==> config.mk <==
export PLATFORM = sky130hd
export DESIGN_NAME = fbc_plane_regs_flat
export DESIGN_NICKNAME = d
export VERILOG_FILES = /design/src/hdl/fbc_pkg.sv /design/src/hdl/fbc_cfg_if.sv /design/src/hdl/fbc_plane_regs.sv /design/src/flat_wrapper.sv
export SDC_FILE = /design/constraint.sdc
export NUM_CORES = 2
export LEC_CHECK = 0
export ABC_CLOCK_PERIOD_IN_PS = 4500
export BUFFER_PORTS_ARGS = -buffer_cell sky130_fd_sc_hd__buf_2
export CELL_PAD_IN_SITES_DETAIL_PLACEMENT = 1
export CELL_PAD_IN_SITES_GLOBAL_PLACEMENT = 1
export CORE_UTILIZATION = 23
export DETAILED_ROUTE_END_ITERATION = 7
export GPL_TIMING_DRIVEN = 0
export PLACE_DENSITY = 0.51
export SYNTH_ARGS = -nofsm -noshare
export SYNTH_HDL_FRONTEND = slang
export SYNTH_SLANG_ARGS = --single-unit
==> constraint.sdc <==
create_clock -name clk -period 4.5 [get_ports clk]
set_input_delay 0.225 -clock clk [delete_from_list [all_inputs] [get_ports clk]]
set_output_delay 0.225 -clock clk [all_outputs]
set_load 0.01 [all_outputs]
==> src/hdl/fbc_pkg.sv <==
// Shared types, constants and plane derivation for the frustum box cull block.
// No dependencies; every other file of the block imports this package.
package fbc_pkg;

	localparam int WORD_BITS       = 32;
	localparam int COEF_BITS       = 33;
	localparam int FRAC_BITS       = 16;
	localparam int PAIR_BITS       = 64;
	localparam int NUM_PAIRS       = 8;
	localparam int NUM_PLANES      = 6;
	localparam int NUM_SIDE_PLANES = 4;
	localparam int NUM_AXES        = 3;
	localparam int NUM_COLS        = 4;
	localparam int CFG_INDEX_BITS  = 4;

	// Row 4 of the matrix (index 3) is the common term of every plane.
	localparam logic [1:0] W_ROW = 2'd3;

	// Plane order: top, bottom, left, right, near, far.
	localparam logic [1:0] PLANE_ROW [NUM_PLANES] = '{2'd1, 2'd1, 2'd0, 2'd0, 2'd2, 2'd2};
	// Set where the plane is row 4 minus the listed row.
	localparam logic       PLANE_SUB [NUM_PLANES] = '{1'b1, 1'b0, 1'b0, 1'b1, 1'b0, 1'b1};

	typedef logic [NUM_PAIRS-1:0][PAIR_BITS-1:0] matrix_t;

	typedef struct packed {
		logic [NUM_AXES-1:0][COEF_BITS-1:0] a;
		logic [COEF_BITS-1:0]               d;
	} plane_t;

	typedef enum logic [1:0] {
		VERDICT_INSIDE    = 2'd0,
		VERDICT_INTERSECT = 2'd1,
		VERDICT_OUTSIDE   = 2'd2
	} verdict_t;

	// Stage advance strobes shared by the per-plane test slices.
	typedef struct packed {
		logic s2;
		logic s3;
	} adv_t;

	// Matrix element m(row, col), column-major, sign-extended to coefficient width.
	function automatic logic [COEF_BITS-1:0] mat_at(matrix_t m, logic [1:0] row,
			logic [1:0] col);
		logic [3:0]           w;
		logic [WORD_BITS-1:0] word;
		w    = {col, row};
		word = w[0] ? m[w[3:1]][PAIR_BITS-1:WORD_BITS] : m[w[3:1]][WORD_BITS-1:0];
		return {word[WORD_BITS-1], word};
	endfunction

	// Unnormalised clip plane: row 4 plus or minus the given row.
	function automatic plane_t make_plane(matrix_t m, logic [1:0] row, logic sub);
		plane_t               p;
		logic [COEF_BITS-1:0] base;
		logic [COEF_BITS-1:0] term;
		logic [COEF_BITS-1:0] coef;
		p = '0;
		for (int c = 0; c < NUM_COLS; c++) begin
			base = mat_at(m, W_ROW, 2'(c));
			term = mat_at(m, row, 2'(c));
			coef = sub ? (base - term) : (base + term);
			if (c < NUM_AXES) begin
				p.a[c] = coef;
			end else begin
				p.d = coef;
			end
		end
		return p;
	endfunction

endpackage

==> src/hdl/fbc_cfg_if.sv <==
// Configuration write channel: valid/ready handshake with register index and data.
// Depends on fbc_pkg.
interface fbc_cfg_if import fbc_pkg::*; ();
	logic                      valid;
	logic                      ready;
	logic [CFG_INDEX_BITS-1:0] index;
	logic [PAIR_BITS-1:0]      data;

	modport source (output valid, index, data, input ready);
	modport sink (input valid, index, data, output ready);
endinterface

==> src/hdl/fbc_plane_regs.sv <==
// Matrix registers and the six derived clip planes, updated on the write edge.
// Depends on fbc_pkg and fbc_cfg_if.
module fbc_plane_regs import fbc_pkg::*; (
	input  logic         clk,
	input  logic         arst_n,
	fbc_cfg_if.sink      cfg,
	output plane_t       planes [NUM_PLANES]
);

	matrix_t matrix_q;
	matrix_t matrix_nxt;
	plane_t  planes_q [NUM_PLANES];
	logic    wr_hit;

	assign cfg.ready = 1'b1;
	assign wr_hit    = cfg.valid && (cfg.index < CFG_INDEX_BITS'(NUM_PAIRS));

	always_comb begin
		matrix_nxt = matrix_q;
		matrix_nxt[cfg.index[2:0]] = cfg.data;
	end

	// Derive planes from the matrix as it will be after the write.
	always_ff @(posedge clk or negedge arst_n) begin
		if (!arst_n) begin
			matrix_q <= '0;
			for (int i = 0; i < NUM_PLANES; i++) begin
				planes_q[i] <= '0;
			end
		end else if (wr_hit) begin
			matrix_q <= matrix_nxt;
			for (int i = 0; i < NUM_PLANES; i++) begin
				planes_q[i] <= make_plane(matrix_nxt, PLANE_ROW[i], PLANE_SUB[i]);
			end
		end
	end

	assign planes = planes_q;

endmodule

==> src/flat_wrapper.sv <==
// flat-port wrapper written by rule: the top's interface ports become plain ports
module fbc_plane_regs_flat import fbc_pkg::*;
  (clk, arst_n, planes, cfg_valid, cfg_index, cfg_data, cfg_ready);
  fbc_cfg_if cfg_i ();
  input  logic clk;
  input  logic arst_n;
  output plane_t planes[NUM_PLANES];
  input wire logic [$bits(cfg_i.valid)-1:0] cfg_valid;
  input wire logic [$bits(cfg_i.index)-1:0] cfg_index;
  input wire logic [$bits(cfg_i.data)-1:0] cfg_data;
  output wire logic [$bits(cfg_i.ready)-1:0] cfg_ready;
  assign cfg_i.valid = cfg_valid;
  assign cfg_i.index = cfg_index;
  assign cfg_i.data = cfg_data;
  assign cfg_ready = cfg_i.ready;
  fbc_plane_regs u_core (.clk(clk), .arst_n(arst_n), .cfg(cfg_i), .planes(planes));
endmodule
==> results_dict.tcl <==
set metrics [dict create \
    status "finished, violations left" \
    violations "capacitance limit, slew limit" \
    drtIter0Drc 6226 \
    synth_common_cells "nand2_1 (1,820), o21ai_0 (1,349), dfrtp_1 (1,292)" \
    cp-startpoint "cfg_index[2]" \
    ir_worst_vdd_v 0.0003288 \
    powerDensity_mw_per_mm2 664.9 \
    final_cells 17360 \
    gp_congestion 0.9080 \
    maxCapViolCount 1 \
    start_kind "input port" \
    clk_pin_slew_ps 60 \
    worstSkewPairLatency_ps 930 \
    whs_ps 16.10 \
    end_kind "flop" \
    initial_utilization_pct 23.14 \
    drtAntennaViolNets 0 \
    synth_area_leader_cell "dfrtp_1" \
    r2r_slack_ps 120 \
    seq_area_mm2 0.03233 \
    grt_antenna_before_repair 109 \
    clk_path_buf_depth 4 \
    numCtsBuffers 182 \
    syn_avg_cell_area_um2 8.327 \
    dieArea_mm2 0.3945 \
    synth.distinct_cells 94 \
    relSlewSlack_pct -1.263 \
    synthCells 10830 \
    syn_nets 11670 \
    tightest_slew_ps 1519 \
    ys_seq_area_share_pct 35.86 \
    worstPathArrival_ps 5240 \
    period_share_pct 99.49 \
    synth.top_cell.area_share_pct 35.86 \
    grt.total_usage_pct 26.21 \
    wl_per_cell_um 30.75 \
    netlist_top_cells_area "dfrtp_1 (36%), ha_1 (10%), nand2_1 (7.6%)" \
    synthArstFlopShare_pct 100.0 \
    io_pins 864 \
    die_x_um 628.1 \
    hold_path.class "input port to async pin" \
    cts_root_buf "clkbuf_16" \
    fin_worst_skew_ps 64.42 \
    cts_tree "built" \
    finalWirelength_mm 533.7 \
    path_max_fanout 10 \
    setup_violations 0 \
    nFillCells 46170 \
    num_rows 229 \
    first_pass_iters 5 \
    yosysWarnings 0 \
    netlist_area_mm2 0.09017 \
    syn_to_final_growth_pct 24.05 \
    slowest_stage "fa_1" \
    overflow 0 \
    fin_nets 12810 \
    clkSinkCount 1292 \
    drv_slew 11 \
    crit_type "input port to flop" \
    synth_most_common_cell "nand2_1" \
    grt_max_degree 139 \
    design_area_mm2 0.1119 \
    vias 86030 \
    hold_viol 0 \
    synth_ff_type "dfrtp_1" \
    finalPower_uw 74380 \
    route.detailed.drc 0 \
    grt_pass1_vias 86610 \
    period_needed_ps 4477 \
    crit_path_cell_trace "buf_4 > or3b_4 > buf_6 > buf_2 > nand2_1 > o21ai_4 > ha_1 > inv_1 > fa_1 > nor2b_1 > o21ai_0 > a21boi_0 > o21ai_0 > a211oi_2 > o221ai_2 > o21ai_2 > a211oi_2 > o311ai_2 > xnor2_1 > o21ai_0" \
    multi_input_area_mm2 0.05440 \
    grt_pass1_wl_mm 726.8 \
    dieHeight_um 628.1 \
    critPathRequiredTime_ps 5260 \
    critPathMaxStageDelay_ps 480 \
    max_freq_ghz 0.2234 \
    drive_above_1_share_pct 15.56 \
    synth_seq_cells 1292 \
    reg2reg_from "u_core.matrix_q[354]" \
    cpMostUsedCell "o21ai_0" \
    cts_max_level 4 \
    fin_ws_ps 22.87 \
    cellLeakagePower_uw 0.05375 \
    dp_cells 16930 \
    port_buffers 823 \
    synth_enable_flop_cells 0 \
    core_area_mm2 0.3897 \
    dpl_cell_area_mm2 0.1029 \
    via_per_inst 4.956 \
    pre_cts_slack_ps -3174 \
    hpwl_mm 425.5 \
]
## flip-flops by register name, summed over array words and instances (netlist names)
signal and flops:
u_core.planes 780, u_core.matrix_q 512
## report_power, final
part,leakage [uW],total [uW],switching (uW),internal [uW]
Sequential,0.0164,18700,2820,15800
Clock,0.00297,15300,6430,8920
Combinational,0.0344,40400,26900,13400
## worst max-delay path, delay by kind of cell
family | cells | cell delay [ps]
xor+xnor | 1 | 190
simple gates | 3 | 620
fa+ha+maj | 2 | 700
buf+inv | 4 | 870
compound gates | 10 | 2590
## placed cells by master (no fill, tap or decap), drive strengths merged, types with 156 or more instances in the layout
cell    count
o21ai    1354
nor3      156
clkbuf    796
a21oi     746
nor2      580
dfrtp    1292
xnor2     518
inv       735
mux2i     400
nand2    1820
buf      1049
o21bai    216
ha        745
## kinds of logic (layout without fill, tap and decap cells)
logic type	count (synthesis)	in the layout	share of synthesized area, %
adder cells (fa/ha/maj)	769	769	10.87
XOR/XNOR	649	649	6.304
AND/OR/NAND/NOR	3127	3127	14.89
AO/OA/AOI/OAI	3069	3069	20.11
buffers and inverters	1392	2672	5.879
flip-flops	1292	1292	35.86
multiplexers	530	530	6.086
other	1	55	0.004159
## metal layers
layer / up-vias / global-route usage (%) / wire length [um]
met5: - / 0 / 171
met2: 2276 / 41.77 / 241000
met4: 26 / 12.85 / 29060
li1: 39380 / - / -
met3: 638 / 4.036 / 28660
met1: 43710 / 34.52 / 234900
## layout make-up
type / count / share of cell area, %
plain buffers: 626 / 2.562
flip-flops and latches: 1292 / 28.91
diodes: 54 / 0.1208
well taps: 5197 / 5.813
multi-input cells: 8145 / 48.64
inverters: 740 / 2.496
clock inverters: 69 / 0.8837
clock buffers: 253 / 4.615
repair buffers: 984 / 5.967
## repair_timing
action | in CTS | in global routing
hold endpoints to repair | 467 | 0
pin swaps | 25 | 25
hold buffers | 19 | 0
setup endpoints to repair | 426 | 173
buffers inserted | 38 | 21
gates resized for setup | 301 | 210
## stage by stage
| stage | util [%] | TNS (ps) |
|---|---|---|
| 2_1_floorplan | - | 0 |
| 3_3_place_gp | 25.89 | - |
| 3_5_place_dp | 26.41 | -861570 |
| 4_1_cts | 28.41 | 0 |
| 5_1_grt | 28.68 | -60.54 |
| 6_report | 28.70 | 0 |
## final timing paths
check | endpoint | cells past startpoint
max | u_core.planes[657] | 20
min | u_core.planes[419] | 3
max reg2reg | u_core.planes[657] | 14
min reg2reg | u_core.planes[678] | 2
max in group asynchronous | u_core.planes[617] | 6
min in group clk | u_core.matrix_q[490] | 6
Power figures use the tool's default switching activity.
